[config.mk]
export PLATFORM = sky130hd
export DESIGN_NAME = escape_sequence_decoder_flat
export DESIGN_NICKNAME = d
export VERILOG_FILES = /design/src/design/esd_pkg.sv /design/src/design/esd_if.sv /design/src/design/esd_decode.sv /design/src/design/esd_emit.sv /design/src/design/escape_sequence_decoder.sv /design/src/flat_wrapper.sv
export SDC_FILE = /design/constraint.sdc
export NUM_CORES = 1
export LEC_CHECK = 0
export ABC_AREA = 1
export BUFFER_PORTS_ARGS = -buffer_cell sky130_fd_sc_hd__buf_2
export CAP_MARGIN = 20
export CORE_UTILIZATION = 50
export CTS_CLUSTER_DIAMETER = 100
export DETAILED_ROUTE_END_ITERATION = 8
export MAX_ROUTING_LAYER = met4
export PLACE_DENSITY = 0.7
export SETUP_SLACK_MARGIN = 0.15
export SLEW_MARGIN = 30
export SYNTH_ARGS = -nofsm -noshare
export SYNTH_HDL_FRONTEND = slang
export SYNTH_HIERARCHICAL = 1
export SYNTH_SLANG_ARGS = --single-unit
[constraint.sdc]
create_clock -name clk -period 5.35 [get_ports clk]
set_input_delay 1.07 -clock clk [delete_from_list [all_inputs] [get_ports clk]]
set_output_delay 1.07 -clock clk [all_outputs]
set_load 0.005 [all_outputs]
[src/design/esd_pkg.sv]
// Shared types and constants for the escape sequence decoder.
// No dependencies; esd_decode, esd_emit, the top level and the checker import it.
`default_nettype none

package esd_pkg;

    // End-of-string status codes
    typedef enum logic [1:0] {
        ST_OK     = 2'd0,
        ST_SYNTAX = 2'd1,
        ST_FORMAT = 2'd2,
        ST_RANGE  = 2'd3
    } status_t;

    // Up to three results caused by one input word, in delivery order:
    // a gathered hex byte, a plain/escaped byte, then the status.
    typedef struct packed {
        logic       hex_valid;
        logic [7:0] hex_byte;
        logic       data_valid;
        logic [7:0] data_byte;
        logic       status_valid;
        status_t    status;
    } result_set_t;

endpackage

`default_nettype wire

[src/design/esd_if.sv]
// Valid/ready channel interfaces for the escape sequence decoder.
// Depends on nothing; used by the top level and esd_emit.
`default_nettype none

interface esd_in_if;
    logic       valid;
    logic       ready;
    logic [7:0] in_byte;
    logic       end_of_string;

    modport source (output valid, output in_byte, output end_of_string, input ready);
    modport sink   (input valid, input in_byte, input end_of_string, output ready);
endinterface

interface esd_out_if;
    logic       valid;
    logic       ready;
    logic [7:0] out_byte;
    logic       is_data;
    logic [1:0] status;
    logic       last;

    modport source (output valid, output out_byte, output is_data, output status,
                    output last, input ready);
    modport sink   (input valid, input out_byte, input is_data, input status,
                    input last, output ready);
endinterface

`default_nettype wire

[src/design/esd_decode.sv]
// Per-byte decode: escape/hex state registers and the next-state logic.
// Depends on esd_pkg.
`default_nettype none

module esd_decode
    import esd_pkg::*;
(
    input  wire logic        clk,
    input  wire logic        rst_n,
    input  wire logic        accept,
    input  wire logic [7:0]  in_byte,
    input  wire logic        end_of_string,
    output result_set_t      results
);

    typedef enum logic [1:0] {
        MODE_NORMAL = 2'd0,
        MODE_ESCAPE = 2'd1,
        MODE_HEX    = 2'd2,
        MODE_DROP   = 2'd3
    } mode_t;

    localparam logic [7:0] CH_BSLASH = 8'h5C;
    localparam logic [7:0] CH_LO_X   = 8'h78;
    localparam logic [7:0] CH_UP_X   = 8'h58;
    localparam logic [7:0] CH_LO_N   = 8'h6E;
    localparam logic [7:0] CH_LO_T   = 8'h74;
    localparam logic [7:0] CH_LO_R   = 8'h72;
    localparam logic [7:0] CH_NL     = 8'h0A;
    localparam logic [7:0] CH_TAB    = 8'h09;
    localparam logic [7:0] CH_CR     = 8'h0D;

    mode_t      mode_reg, mode_next;
    logic [7:0] hex_value_reg, hex_value_next;
    logic       hex_seen_reg, hex_seen_next;
    logic       hex_ovf_reg, hex_ovf_next;
    status_t    err_reg, err_next;

    logic       digit_ok;
    logic [3:0] digit_val;
    logic       go_on;
    logic       clear_all;
    mode_t      eff_mode;

    // Hex digit classification
    always_comb
    begin
        digit_ok  = 1'b0;
        digit_val = in_byte[3:0];
        if (in_byte >= 8'h30 && in_byte <= 8'h39)
        begin
            digit_ok = 1'b1;
        end
        else if ((in_byte >= 8'h61 && in_byte <= 8'h66) ||
                 (in_byte >= 8'h41 && in_byte <= 8'h46))
        begin
            digit_ok  = 1'b1;
            digit_val = in_byte[3:0] + 4'd9;
        end
    end

    always_comb
    begin
        mode_next      = mode_reg;
        hex_value_next = hex_value_reg;
        hex_seen_next  = hex_seen_reg;
        hex_ovf_next   = hex_ovf_reg;
        err_next       = err_reg;
        results        = '0;
        go_on          = 1'b1;
        clear_all      = 1'b0;
        eff_mode       = mode_reg;

        unique case (mode_reg)
            MODE_DROP:
            begin
                go_on = 1'b0;
                if (end_of_string)
                begin
                    results.status_valid = 1'b1;
                    results.status       = err_reg;
                    clear_all            = 1'b1;
                end
            end
            MODE_HEX:
            begin
                if (digit_ok)
                begin
                    go_on          = 1'b0;
                    hex_ovf_next   = hex_ovf_reg | (hex_value_reg[7:4] != 4'd0);
                    hex_value_next = {hex_value_reg[3:0], digit_val};
                    hex_seen_next  = 1'b1;
                    if (end_of_string)
                    begin
                        results.status_valid = 1'b1;
                        results.status       = ST_SYNTAX;
                        clear_all            = 1'b1;
                    end
                end
                else if (!hex_seen_reg || hex_ovf_reg)
                begin
                    go_on = 1'b0;
                    if (end_of_string)
                    begin
                        results.status_valid = 1'b1;
                        results.status       = hex_seen_reg ? ST_RANGE : ST_FORMAT;
                        clear_all            = 1'b1;
                    end
                    else
                    begin
                        mode_next = MODE_DROP;
                        err_next  = hex_seen_reg ? ST_RANGE : ST_FORMAT;
                    end
                end
                else
                begin
                    // Run ends: emit the gathered byte, then treat this byte normally
                    results.hex_valid = 1'b1;
                    results.hex_byte  = hex_value_reg;
                    eff_mode          = MODE_NORMAL;
                    mode_next         = MODE_NORMAL;
                    hex_value_next    = 8'd0;
                    hex_seen_next     = 1'b0;
                    hex_ovf_next      = 1'b0;
                end
            end
            MODE_ESCAPE: ;
            MODE_NORMAL: ;
        endcase

        if (go_on)
        begin
            if (eff_mode == MODE_ESCAPE)
            begin
                mode_next = MODE_NORMAL;
                priority if (in_byte == CH_LO_X || in_byte == CH_UP_X)
                begin
                    mode_next      = MODE_HEX;
                    hex_value_next = 8'd0;
                    hex_seen_next  = 1'b0;
                    hex_ovf_next   = 1'b0;
                end
                else if (in_byte == CH_LO_N)
                begin
                    results.data_valid = 1'b1;
                    results.data_byte  = CH_NL;
                end
                else if (in_byte == CH_LO_T)
                begin
                    results.data_valid = 1'b1;
                    results.data_byte  = CH_TAB;
                end
                else if (in_byte == CH_LO_R)
                begin
                    results.data_valid = 1'b1;
                    results.data_byte  = CH_CR;
                end
                else
                begin
                    results.data_valid = 1'b1;
                    results.data_byte  = in_byte;
                end
            end
            else if (in_byte == CH_BSLASH)
            begin
                mode_next = MODE_ESCAPE;
            end
            else
            begin
                results.data_valid = 1'b1;
                results.data_byte  = in_byte;
            end

            if (end_of_string)
            begin
                results.status_valid = 1'b1;
                results.status       = (mode_next == MODE_ESCAPE || mode_next == MODE_HEX)
                                       ? ST_SYNTAX : ST_OK;
                clear_all            = 1'b1;
            end
        end

        if (clear_all)
        begin
            mode_next      = MODE_NORMAL;
            hex_value_next = 8'd0;
            hex_seen_next  = 1'b0;
            hex_ovf_next   = 1'b0;
            err_next       = ST_OK;
        end
    end

    always_ff @(posedge clk or negedge rst_n)
    begin
        if (!rst_n)
        begin
            mode_reg      <= MODE_NORMAL;
            hex_value_reg <= 8'd0;
            hex_seen_reg  <= 1'b0;
            hex_ovf_reg   <= 1'b0;
            err_reg       <= ST_OK;
        end
        else if (accept)
        begin
            mode_reg      <= mode_next;
            hex_value_reg <= hex_value_next;
            hex_seen_reg  <= hex_seen_next;
            hex_ovf_reg   <= hex_ovf_next;
            err_reg       <= err_next;
        end
    end

endmodule

`default_nettype wire

[src/design/esd_emit.sv]
// Result register: holds the results of one input word and hands them
// out one word per cycle while ready is high. Depends on esd_pkg, esd_if.
`default_nettype none

module esd_emit
    import esd_pkg::*;
(
    input  wire logic        clk,
    input  wire logic        rst_n,
    input  wire logic        load,
    input  wire result_set_t results,
    output logic             can_load,
    esd_out_if.source        out_ch
);

    logic       hex_v_reg, data_v_reg, stat_v_reg;
    logic [7:0] hex_b_reg, data_b_reg;
    status_t    stat_reg;
    logic       take;
    logic       one_left;

    assign out_ch.valid = hex_v_reg | data_v_reg | stat_v_reg;
    assign take         = out_ch.valid & out_ch.ready;
    assign one_left     = $countones({hex_v_reg, data_v_reg, stat_v_reg}) == 2'd1;
    assign can_load     = !out_ch.valid || (out_ch.ready && one_left);

    always_comb
    begin
        priority if (hex_v_reg)
        begin
            out_ch.out_byte = hex_b_reg;
            out_ch.is_data  = 1'b1;
            out_ch.status   = ST_OK;
            out_ch.last     = 1'b0;
        end
        else if (data_v_reg)
        begin
            out_ch.out_byte = data_b_reg;
            out_ch.is_data  = 1'b1;
            out_ch.status   = ST_OK;
            out_ch.last     = 1'b0;
        end
        else
        begin
            out_ch.out_byte = 8'd0;
            out_ch.is_data  = 1'b0;
            out_ch.status   = stat_reg;
            out_ch.last     = 1'b1;
        end
    end

    // Flags: load a fresh set, or drop the word just taken
    always_ff @(posedge clk or negedge rst_n)
    begin
        if (!rst_n)
        begin
            hex_v_reg  <= 1'b0;
            data_v_reg <= 1'b0;
            stat_v_reg <= 1'b0;
        end
        else if (load)
        begin
            hex_v_reg  <= results.hex_valid;
            data_v_reg <= results.data_valid;
            stat_v_reg <= results.status_valid;
        end
        else if (take)
        begin
            priority if (hex_v_reg)
            begin
                hex_v_reg <= 1'b0;
            end
            else if (data_v_reg)
            begin
                data_v_reg <= 1'b0;
            end
            else
            begin
                stat_v_reg <= 1'b0;
            end
        end
    end

    always_ff @(posedge clk)
    begin
        if (load)
        begin
            hex_b_reg  <= results.hex_byte;
            data_b_reg <= results.data_byte;
            stat_reg   <= results.status;
        end
    end

endmodule

`default_nettype wire

[src/design/escape_sequence_decoder.sv]
// Escape sequence decoder, top level: decode stage plus result register.
// Depends on esd_pkg, esd_if, esd_decode and esd_emit.
//
// Usage:
//   text    : input channel, one escaped character per word (in_byte) with
//             end_of_string set on the final character of each string.
//   decoded : output channel. Data words carry a decoded byte (is_data = 1);
//             each string closes with one status word (is_data = 0,
//             last = 1, status 0 ok / 1 escape syntax / 2 number format /
//             3 out of range). After an error the rest of the string is
//             dropped and only the status word comes out at its end.
//   Output  : a word's first result shows at the output in the cycle after
//             the word is accepted, from the result register.
//   Rate    : one input word per cycle while each word makes at most one
//             result and decoded.ready is high. A word that makes two or
//             three results (closing hex byte, ending byte, status) holds
//             text.ready low until its last result is leaving, as the result
//             register has a single-word output port.
//   Stall   : while decoded.ready is low the pending results hold; a new
//             word is taken in the same cycle the last pending result leaves.
//   Reset   : rst_n clears the escape/hex state and empties the result
//             register; text.ready is high right after reset.
`default_nettype none

module escape_sequence_decoder
    import esd_pkg::*;
(
    input  wire logic   clk,
    input  wire logic   rst_n,
    esd_in_if.sink      text,
    esd_out_if.source   decoded
);

    result_set_t results;
    logic        can_load;
    logic        accept;

    // Take a word only when the result register can hold its results
    assign text.ready = can_load;
    assign accept     = text.valid & can_load;

    esd_decode u_decode (
        .clk           (clk),
        .rst_n         (rst_n),
        .accept        (accept),
        .in_byte       (text.in_byte),
        .end_of_string (text.end_of_string),
        .results       (results)
    );

    esd_emit u_emit (
        .clk      (clk),
        .rst_n    (rst_n),
        .load     (accept),
        .results  (results),
        .can_load (can_load),
        .out_ch   (decoded)
    );

endmodule

`default_nettype wire

[src/flat_wrapper.sv]
// flat-port wrapper written by rule: the top's interface ports become plain ports
module escape_sequence_decoder_flat import esd_pkg::*;
  (clk, rst_n, text_valid, text_in_byte, text_end_of_string, text_ready, decoded_valid, decoded_out_byte, decoded_is_data, decoded_status, decoded_last, decoded_ready);
  esd_in_if text_i ();
  esd_out_if decoded_i ();
  input  wire logic clk;
  input  wire logic rst_n;
  input wire logic [$bits(text_i.valid)-1:0] text_valid;
  input wire logic [$bits(text_i.in_byte)-1:0] text_in_byte;
  input wire logic [$bits(text_i.end_of_string)-1:0] text_end_of_string;
  output wire logic [$bits(text_i.ready)-1:0] text_ready;
  output wire logic [$bits(decoded_i.valid)-1:0] decoded_valid;
  output wire logic [$bits(decoded_i.out_byte)-1:0] decoded_out_byte;
  output wire logic [$bits(decoded_i.is_data)-1:0] decoded_is_data;
  output wire logic [$bits(decoded_i.status)-1:0] decoded_status;
  output wire logic [$bits(decoded_i.last)-1:0] decoded_last;
  input wire logic [$bits(decoded_i.ready)-1:0] decoded_ready;
  assign text_i.valid = text_valid;
  assign text_i.in_byte = text_in_byte;
  assign text_i.end_of_string = text_end_of_string;
  assign text_ready = text_i.ready;
  assign decoded_valid = decoded_i.valid;
  assign decoded_out_byte = decoded_i.out_byte;
  assign decoded_is_data = decoded_i.is_data;
  assign decoded_status = decoded_i.status;
  assign decoded_last = decoded_i.last;
  assign decoded_i.ready = decoded_ready;
  escape_sequence_decoder u_core (.clk(clk), .rst_n(rst_n), .text(text_i), .decoded(decoded_i));
endmodule
==> results of run 1 <==
[cell families after synthesis]
kind of cell | share of synthesized area
and+or+nand+nor | 0.308
buffers and inverters | 0.0891
AOI/OAI and AO/OA | 0.119
DFF | 0.447
adders and majority gates | 0.0324
xor gates and xnor gates | 0.00405
[layout make-up]
class,count,area (um^2),area share
clock buffers,5,68.8,0.0281
clock inverters,3,43.8,0.0179
inverters,43,164,0.0670
multi-input cells,186,1000,0.410
flip-flops and latches,35,966,0.395
well taps,50,62.6,0.0256
repair buffers,27,138,0.0563
[Yosys cell counts (all sizes together) (2+ instances only)]
| cell type | count |
|---|---|
| nand2 | 70 |
| nor3 | 6 |
| nand3 | 25 |
| edfxtp | 18 |
| ha | 4 |
| dfrtp | 17 |
| a21oi | 5 |
| buf | 3 |
| o21ai | 24 |
| inv | 43 |
| nand4 | 3 |
| clkbuf | 2 |
| nor2 | 33 |
| o22ai | 8 |
[metal layers]
| metal | global-route usage | vias to the layer above |
|---|---|---|
| met4 | 0.0718 | 0 |
| met3 | 0.0574 | 6 |
| met1 | 0.308 | 831 |
| met2 | 0.351 | 52 |
| li1 | - | 938 |
| met5 | - | - |
[where the power goes]
part           internal, mW  total [mW]  leakage (nW)  switching (mW)
clock                 0.139       0.236        0.0581          0.0971
sequential            0.340       0.365         0.409          0.0249
combinational        0.0758       0.215         0.680           0.140
total                 0.554       0.816          1.15           0.262
[through the flow]
step                hold WS, ns  total power [mW]
finish                    0.544             0.816
global route              0.559             0.870
CTS                       0.541             0.825
detailed placement        0.523             0.589
global placement          0.529             0.585
floorplan                 0.476             0.500
[tightest hold or removal path, stage by stage, from the launching register on]
cell,delay [ns]
dfrtp_1,0.38
o21ai_1,0.08
nand2_1,0.06
[how the worst max path moves through the flow]
stage | start | endpoint | slack, ns | depth (start not counted)
6_report | u_core/u_emit/hex_v_reg$_DFFE_PN0P_ | u_core/u_decode/hex_value_reg[1]$_DFFE_PN0P_ | 2.33 | 12
5_1_grt | u_core/u_emit/hex_v_reg$_DFFE_PN0P_ | u_core/u_decode/hex_value_reg[1]$_DFFE_PN0P_ | 2.02 | 12
4_1_cts | u_core/u_emit/hex_v_reg$_DFFE_PN0P_ | u_core/u_decode/hex_value_reg[1]$_DFFE_PN0P_ | 2.35 | 12
3_5_place_dp | u_core/u_emit/hex_v_reg$_DFFE_PN0P_ | u_core/u_decode/hex_value_reg[1]$_DFFE_PN0P_ | 2.38 | 12
3_3_place_gp | decoded_ready | u_core/u_decode/hex_value_reg[1]$_DFFE_PN0P_ | 2.45 | 12
2_1_floorplan | decoded_ready | u_core/u_decode/hex_value_reg[1]$_DFFE_PN0P_ | 2.55 | 10
==> impl_metrics.csv, run 1 <==
group,metric,value,unit
worst_setup_path,critPathArrivalTime,3.23,ns
timing,tightest_slew,0.419,ns
timing,tns,0,ns
worst_setup_path,slowest_stage,"dfrtp_1",
status,status,"finished, final reports clean",
timing,maxSlewHeadroom,0.721,
cts,cts_resized,0,
floorplan,die-area,4590,um^2
route,vias,1827,
worst_setup_path,start_kind,"register",
grt,grt_pass1_vias,1579,
timing,fin_ws,2.33,ns
timing,setup_violations,0,
grt,grt_pass1_wl,7440,um
worst_hold_path,whs_path_depth,2,
worst_setup_path,crit_family,"buffers and inverters",
worst_hold_path,min-delay-start,"u_core/u_decode/hex_ovf_reg$_DFFE_PN0P_",
cells_and_area,syn_to_final_growth,13.1,%
logic_synthesis,synthArstFlopShare,0.486,
logic_synthesis,synthCells,269,
worst_setup_path,cpMostUsedCell,"inv_1",
cts,clockRootBuffer,"clkbuf_8",
worst_setup_path,slowest_delay,0.57,ns
logic_synthesis,syn-mean-instance-area,8.04,um^2
logic_synthesis,ys_warn_count,6,
cts,clock_latency,0.29,ns
route,wl_met2,2230,um
route,wl_met1,2110,um
cells_and_area,stdcell_count,349,
cells_and_area,drive_gt1_frac,0.231,
worst_setup_path,path_class,"reg -> reg",
worst_setup_path,crit_required,5.56,ns
route,firstDrtPassIters,4,
placement,place_ws,2.38,ns
cts,holdBufCountCts,0,
route,wl,4620,um
cells_and_area,final.fill_count,378,
cts,path_clk_slew,0.07,ns
logic_synthesis,synth.area.top_cells,"edfxtp_1, dfrtp_1, nand2_1",
logic_synthesis,netlist.top_cell.by_area,"edfxtp_1",
pwr,irDropWorstVdd,0.000150,V
pwr,p_per_area,334,nW/um^2
grt,track_usage,0.233,
grt,gr-total-overflow,0,
cts,cts_buffer_depth,2,
logic_synthesis,ys_types,33,
worst_setup_path,critPathMaxFanout,34,
logic_synthesis,netlist_area,2160,um^2
timing,finalHoldViolCount,0,
timing,rsz0062_at_grt,"no",
cts,cts_max_level,2,
route,maxUsedRoutingLayer,"met4",
logic_synthesis,yosysSeqAreaShare,0.447,
floorplan,pin_count,27,
worst_setup_path,ff2ff_path_depth,12,
logic_synthesis,synth_edf_count,18,
route,viasPerCell,5.23,
cells_and_area,layout_commonest_cell,"nand2_1",
route,ant_nets,0,
floorplan,core,4090,um^2
logic_synthesis,synth_seq_cells,35,
timing,drv_slew,0,
worst_hold_path,min_to,"u_core/u_decode/hex_ovf_reg$_DFFE_PN0P_",
route,remaining_drc_errors,0,
grt,grt_max_degree,35,
placement,place_congestion,0.931,
timing,fin_crit,3.02,ns
placement,dp_cells,341,
route,drt_iter0_drc,166,
worst_hold_path,holdCritPathClass,"reg -> reg",
cells_and_area,fin_nets,316,
cts,cts_tree,"yes",
cts,cts_buffers,5,
cells_and_area,utilization,0.599,
timing,fmax,331,MHz
logic_synthesis,ys.flop_type,"edfxtp_1",
placement,post-dp-hpwl,3500,um
floorplan,rows,23,
worst_setup_path,timing.rr.end,"u_core/u_decode/hex_value_reg[1]$_DFFE_PN0P_",
cells_and_area,final_cell_mix,"nand2_1, inv_1, buf_2, nor2_1, nand3_1",
worst_setup_path,path_cells,"inv_2, fa_1, o21ai_1, nand2_1, inv_1, buf_4, inv_1, nor2_1, inv_1, nor2_2, o2111ai_1, o21ai_1",
cells_and_area,antennaDiodeCount,0,
cts,cts.sink_count,35,
logic_synthesis,syn-num-nets,287,
cts,post_cts_buffers,0,
placement,postPlaceCellArea,2330,um^2
worst_setup_path,path_buf_inv,5,
floorplan,floorplan.die.width,67.8,um
floorplan,start_util,0.529,
timing,fin_worst_skew,0.00679,ns
grt,antenna_found_initial,0,
worst_setup_path,crit-reg2reg-launch,"u_core/u_emit/hex_v_reg$_DFFE_PN0P_",
cells_and_area,design_area,2450,um^2
logic_synthesis,synth.top_cell.area_share,0.250,
worst_setup_path,r2r_slack,2.33,ns
pwr,leakage,1.15,nW
worst_setup_path,timing.critical_path.to_type,"register",
route,drt-wirelength-per-cell,13.2,um
floorplan,die_h,67.8,um
timing,period_share,0.564,
job,max_cap_viol_count,0,
placement,io_buffers,26,
route,wl_met3,229,um
Note: power is estimated with default switching activity, not from simulation.
==> run 2: changes to the inputs <==
- PLACE_DENSITY: 0.7 -> 0.73
- clock period: 5.35 -> 2.65 ns (I/O delays scaled with it)
==> impl_metrics.csv, run 2 (synthesized netlist as in run 1, its figures left out) <==
group,metric,value,unit
grt,gr-total-overflow,0,
cts,post_cts_buffers,0,
floorplan,start_util,0.529,
placement,place_congestion,0.942,
cells_and_area,syn_to_final_growth,13.9,%
pwr,irDropWorstVdd,0.000351,V
cells_and_area,drive_gt1_frac,0.240,
pwr,power_frac_comb,0.271,
route,drt-wirelength-per-cell,13.0,um
status,status,"finished, final reports clean",
timing,fin_crit,2.29,ns
route,viasPerCell,5.27,
cells_and_area,layout_commonest_cell,"nand2_1",
placement,post-dp-hpwl,3450,um
floorplan,die_h,67.8,um
cells_and_area,fin_nets,317,
worst_setup_path,crit_required,2.86,ns
grt,track_usage,0.229,
worst_setup_path,start_kind,"register",
pwr,p_int,1.12,mW
job,max_cap_viol_count,0,
floorplan,rows,23,
route,drt_iter0_drc,111,
timing,rsz0062_at_grt,"no",
timing,setup_violations,0,
route,remaining_drc_errors,0,
worst_setup_path,timing.rr.end,"u_core/u_decode/hex_value_reg[1]$_DFFE_PN0P_",
cts,cts_tree,"yes",
pwr,power_switching,0.530,mW
worst_setup_path,ff2ff_path_depth,11,
timing,maxSlewHeadroom,0.734,
cts,cts.sink_count,35,
cts,cts_buffer_depth,2,
cts,holdBufCountCts,0,
worst_setup_path,critPathArrivalTime,2.50,ns
floorplan,floorplan.die.width,67.8,um
worst_setup_path,timing.critical_path.to_type,"register",
timing,period_share,0.864,
cts,cts_max_level,2,
pwr,p_per_area,671,nW/um^2
route,firstDrtPassIters,4,
pwr,clockPowerShare,0.285,
timing,fin_worst_skew,0.00652,ns
cts,clockRootBuffer,"clkbuf_8",
floorplan,die-area,4590,um^2
worst_setup_path,slowest_delay,0.48,ns
worst_setup_path,crit-reg2reg-launch,"u_core/u_emit/data_v_reg$_DFFE_PN0P_",
worst_hold_path,holdCritPathClass,"in -> async",
route,vias,1844,
cts,path_clk_slew,0.08,ns
pwr,seqPwrFrac,0.443,
pwr,leakage,1.14,nW
grt,grt_pass1_wl,7420,um
route,wl,4550,um
timing,finalHoldViolCount,0,
worst_setup_path,path_buf_inv,4,
grt,antenna_found_initial,0,
cts,cts_buffers,5,
timing,tns,0,ns
worst_setup_path,crit_family,"simple AND/OR/NAND/NOR gates",
worst_setup_path,critPathMaxFanout,11,
cells_and_area,final_cell_mix,"nand2_1, inv_1, buf_2, nor2_1, nand3_1",
pwr,total_power,1.65,mW
placement,io_buffers,26,
floorplan,core,4090,um^2
cts,clock_latency,0.28,ns
timing,tightest_slew,0.399,ns
floorplan,pin_count,27,
pwr,swShare,0.321,
route,ant_nets,0,
timing,fmax,437,MHz
grt,grt_max_degree,34,
worst_setup_path,path_class,"reg -> reg",
grt,grt_pass1_vias,1670,
worst_setup_path,slowest_stage,"dfrtp_2",
worst_setup_path,path_cells,"inv_2, fa_1, o21ai_1, nand2_1, clkinvlp_4, inv_1, nor2_1, inv_1, nor2_4, o2111ai_1, o21ai_1",
timing,drv_slew,0,
cells_and_area,antennaDiodeCount,0,
worst_setup_path,r2r_slack,0.36,ns
[run 2: worst reg2reg max path, stage by stage, from the launching register on]
cell        delay (ns)
dfrtp_2           0.48
inv_2             0.11
fa_1              0.41
o21ai_1           0.16
nand2_1           0.11
clkinvlp_4        0.08
inv_1             0.08
nor2_1            0.17
inv_1             0.13
nor2_4            0.25
o2111ai_1         0.15
o21ai_1           0.10
[run 2: per-layer routing]
metal | GRT usage | vias up | wire [um]
met1 | 0.295 | 852 | 2220
met3 | 0.0456 | 4 | 158
met5 | - | - | 0
li1 | - | 946 | -
met2 | 0.364 | 42 | 2140
met4 | 0.0612 | 0 | 31
[run 2: worst max-delay path by stage]
stage / from / cells past startpoint / slack (ns) / endpoint
floorplan: u_core/u_emit/data_v_reg$_DFFE_PN0P_ / 12 / 0.19 / u_core/u_decode/hex_value_reg[1]$_DFFE_PN0P_
global placement: u_core/u_emit/data_v_reg$_DFFE_PN0P_ / 11 / 0.37 / u_core/u_decode/hex_value_reg[1]$_DFFE_PN0P_
detailed placement: u_core/u_emit/data_v_reg$_DFFE_PN0P_ / 11 / 0.30 / u_core/u_decode/hex_value_reg[1]$_DFFE_PN0P_
CTS: u_core/u_emit/data_v_reg$_DFFE_PN0P_ / 11 / 0.30 / u_core/u_decode/hex_value_reg[1]$_DFFE_PN0P_
global route: u_core/u_emit/hex_v_reg$_DFFE_PN0P_ / 11 / 0.20 / u_core/u_decode/hex_seen_reg$_DFFE_PN0P_
finish: u_core/u_emit/data_v_reg$_DFFE_PN0P_ / 11 / 0.36 / u_core/u_decode/hex_value_reg[1]$_DFFE_PN0P_
[run 2: cell type report]
type / count / area (um^2)
Clock buffer: 5 / 68.8
Inverter: 43 / 168
Multi-Input combinational cell: 186 / 1010
Fill cell: 366 / 1620
Clock inverter: 3 / 43.8
Timing Repair Buffer: 28 / 145
Tap cell: 50 / 62.6
Sequential cell: 35 / 967
[run 2: power groups by stage]
stage	Sequential, mW	Combinational, mW	Clock, mW
2_1_floorplan	0.717	0.299	0
3_3_place_gp	0.743	0.445	0
3_5_place_dp	0.744	0.451	0
4_1_cts	0.732	0.452	0.484
5_1_grt	0.744	0.518	0.505
6_report	0.733	0.449	0.472
[run 2: timing repair]
| action | 4_1_cts | 5_1_grt |
|---|---|---|
| setup endpoints to repair | 0 | 5 |
| resized for setup | 0 | 1 |
| hold endpoints to repair | 0 | 0 |
[run 2: metrics by stage]
stage | cell area (um^2) | instances | hold WS, ns | util | setup slack (ns)
2_1_floorplan | 2170 | 269 | 0.234 | - | 0.190
3_3_place_gp | 2350 | 342 | 0.482 | 0.575 | 0.374
3_5_place_dp | 2350 | 342 | 0.490 | 0.575 | 0.302
4_1_cts | 2460 | 350 | 0.179 | 0.603 | 0.302
5_1_grt | 2460 | 350 | 0.185 | 0.603 | 0.202
6_report | 2460 | 350 | 0.164 | 0.603 | 0.361
==> run 3: changes to the inputs <==
- CORE_UTILIZATION: 50 -> 45
- PLACE_DENSITY: 0.73 -> 0.67
==> impl_metrics.csv, run 3 (synthesized netlist as in run 1, its figures left out) <==
group,metric,value,unit
timing,rsz0062_at_grt,"no",
grt,met2_usage,0.322,
cts,cts_resized,0,
route,viasPerCell,5.21,
pwr,swShare,0.328,
timing,fmax,435,MHz
floorplan,die_h,71.3,um
worst_setup_path,crit-reg2reg-launch,"u_core/u_emit/data_v_reg$_DFFE_PN0P_",
cells_and_area,fin_nets,317,
timing,setup_violations,0,
route,remaining_drc_errors,4,
cts,cts_tree,"yes",
floorplan,die-area,5090,um^2
timing,tightest_slew,0.411,ns
worst_setup_path,timing.critical_path.to_type,"register",
grt,gr-usage-met3,0.0478,
timing,tns,0,ns
cts,cts_max_level,2,
cells_and_area,stdcell_count,352,
route,drt-wirelength-per-cell,13.6,um
route,wl,4790,um
grt,grt_max_degree,34,
cts,cts_buffers,5,
grt,grt_pass1_wl,7820,um
pwr,leakage,1.14,nW
worst_setup_path,crit_end,"u_core/u_decode/hex_value_reg[1]$_DFFE_PN0P_",
pwr,p_int,1.12,mW
placement,dp_cells,344,
cts,post_cts_buffers,0,
pwr,power_switching,0.548,mW
floorplan,pin_count,27,
cells_and_area,antennaDiodeCount,0,
grt,top_usage_layer,"met2",
pwr,p_per_area,678,nW/um^2
grt,antenna_found_initial,0,
route,vias,1835,
route,firstDrtPassIters,6,
timing,period_share,0.867,
grt,grt_pass1_vias,1663,
pwr,total_power,1.67,mW
cts,path_clk_slew,0.08,ns
route,ant_nets,0,
grt,use_met1,0.280,
grt,gr-total-overflow,0,
cells_and_area,final_cell_mix,"nand2_1, inv_1, buf_2, nor2_1, nand3_1",
timing,fin_crit,2.30,ns
cells_and_area,drive_gt1_frac,0.240,
placement,place_congestion,0.979,
cts,clockRootBuffer,"clkbuf_8",
cells_and_area,syn_to_final_growth,14.1,%
timing,finalHoldViolCount,0,
worst_setup_path,path_class,"reg -> reg",
pwr,irDropWorstVdd,0.000315,V
cts,clock_latency,0.28,ns
timing,fin_worst_skew,0.00781,ns
job,max_cap_viol_count,0,
placement,io_buffers,26,
cts,holdBufCountCts,0,
grt,track_usage,0.213,
worst_setup_path,crit_required,2.87,ns
floorplan,rows,24,
worst_setup_path,start_kind,"register",
timing,maxSlewHeadroom,0.726,
worst_setup_path,critPathMaxFanout,11,
status,violations,"design-rule violations",
route,drt_iter0_drc,133,
placement,post-dp-hpwl,3590,um
cts,cts.sink_count,35,
cts,cts_buffer_depth,2,
timing,drv_slew,0,
floorplan,core,4470,um^2
pwr,seqPwrFrac,0.439,
status,status,"finished with violations",
worst_setup_path,timing.rr.end,"u_core/u_decode/hex_value_reg[1]$_DFFE_PN0P_",
worst_setup_path,critPathArrivalTime,2.51,ns
worst_setup_path,startpoint,"u_core/u_emit/data_v_reg$_DFFE_PN0P_",
worst_setup_path,ff2ff_path_depth,11,
pwr,power_frac_comb,0.272,
floorplan,start_util,0.483,
cells_and_area,layout_commonest_cell,"nand2_1",
timing,fin_hold_ws,0.164,ns
floorplan,floorplan.die.width,71.3,um
worst_hold_path,holdCritPathClass,"in -> async",
pwr,clockPowerShare,0.289,
worst_setup_path,r2r_slack,0.35,ns
## run 3: cell counts in the layout (fill, tap and decap cells not counted)
No cell type changed its count.
## run 3: worst min-delay path by stage
stage                from                                            to
global placement    rst_n           u_core/u_emit/hex_v_reg$_DFFE_PN0P_
CTS                 rst_n  u_core/u_decode/hex_value_reg[4]$_DFFE_PN0P_
global route        rst_n  u_core/u_decode/hex_value_reg[4]$_DFFE_PN0P_
finish              rst_n           u_core/u_emit/hex_v_reg$_DFFE_PN0P_
detailed placement  rst_n           u_core/u_emit/hex_v_reg$_DFFE_PN0P_
floorplan           rst_n        u_core/u_decode/err_reg[0]$_DFFE_PN0P_
## run 3: area by class of cell
cell class                      instances  area (um^2)
Sequential cell                        35          967
Inverter                               43          168
Multi-Input combinational cell        186         1010
Fill cell                             421         2010
Timing Repair Buffer                   28          145
Clock inverter                          3         43.8
Tap cell                               52         65.1
Clock buffer                            5         68.8
## run 3: critical path, cell delays in order, from the launching register on
cell and delay (ns):
dfrtp_2 0.47, inv_2 0.08, fa_1 0.45, o21ai_1 0.16, nand2_1 0.13, clkinvlp_4 0.10, inv_1 0.07, nor2_1 0.16
inv_1 0.13, nor2_4 0.25, o2111ai_1 0.14, o21ai_1 0.08
## run 3: power by group through the flow
stage / Combinational, mW / Sequential [mW] / Clock (mW)
2_1_floorplan: 0.299 / 0.717 / 0
3_3_place_gp: 0.448 / 0.743 / 0
3_5_place_dp: 0.455 / 0.746 / 0
4_1_cts: 0.458 / 0.734 / 0.495
5_1_grt: 0.516 / 0.745 / 0.517
6_report: 0.455 / 0.734 / 0.483
## run 3: layer usage
metal | up-vias | wire [um]
met1 | 834 | 2330
met2 | 52 | 2150
met4 | 0 | 83
met5 | - | 0
li1 | 943 | -
met3 | 6 | 228
## run 3: per-stage QoR
step / cell area [um^2] / setup WS [ns] / utilization
finish: 2470 / 0.353 / 0.551
global route: 2470 / 0.172 / 0.551
CTS: 2460 / 0.268 / 0.551
detailed placement: 2350 / 0.293 / 0.526
global placement: 2350 / 0.357 / 0.526
floorplan: 2170 / 0.190 / -
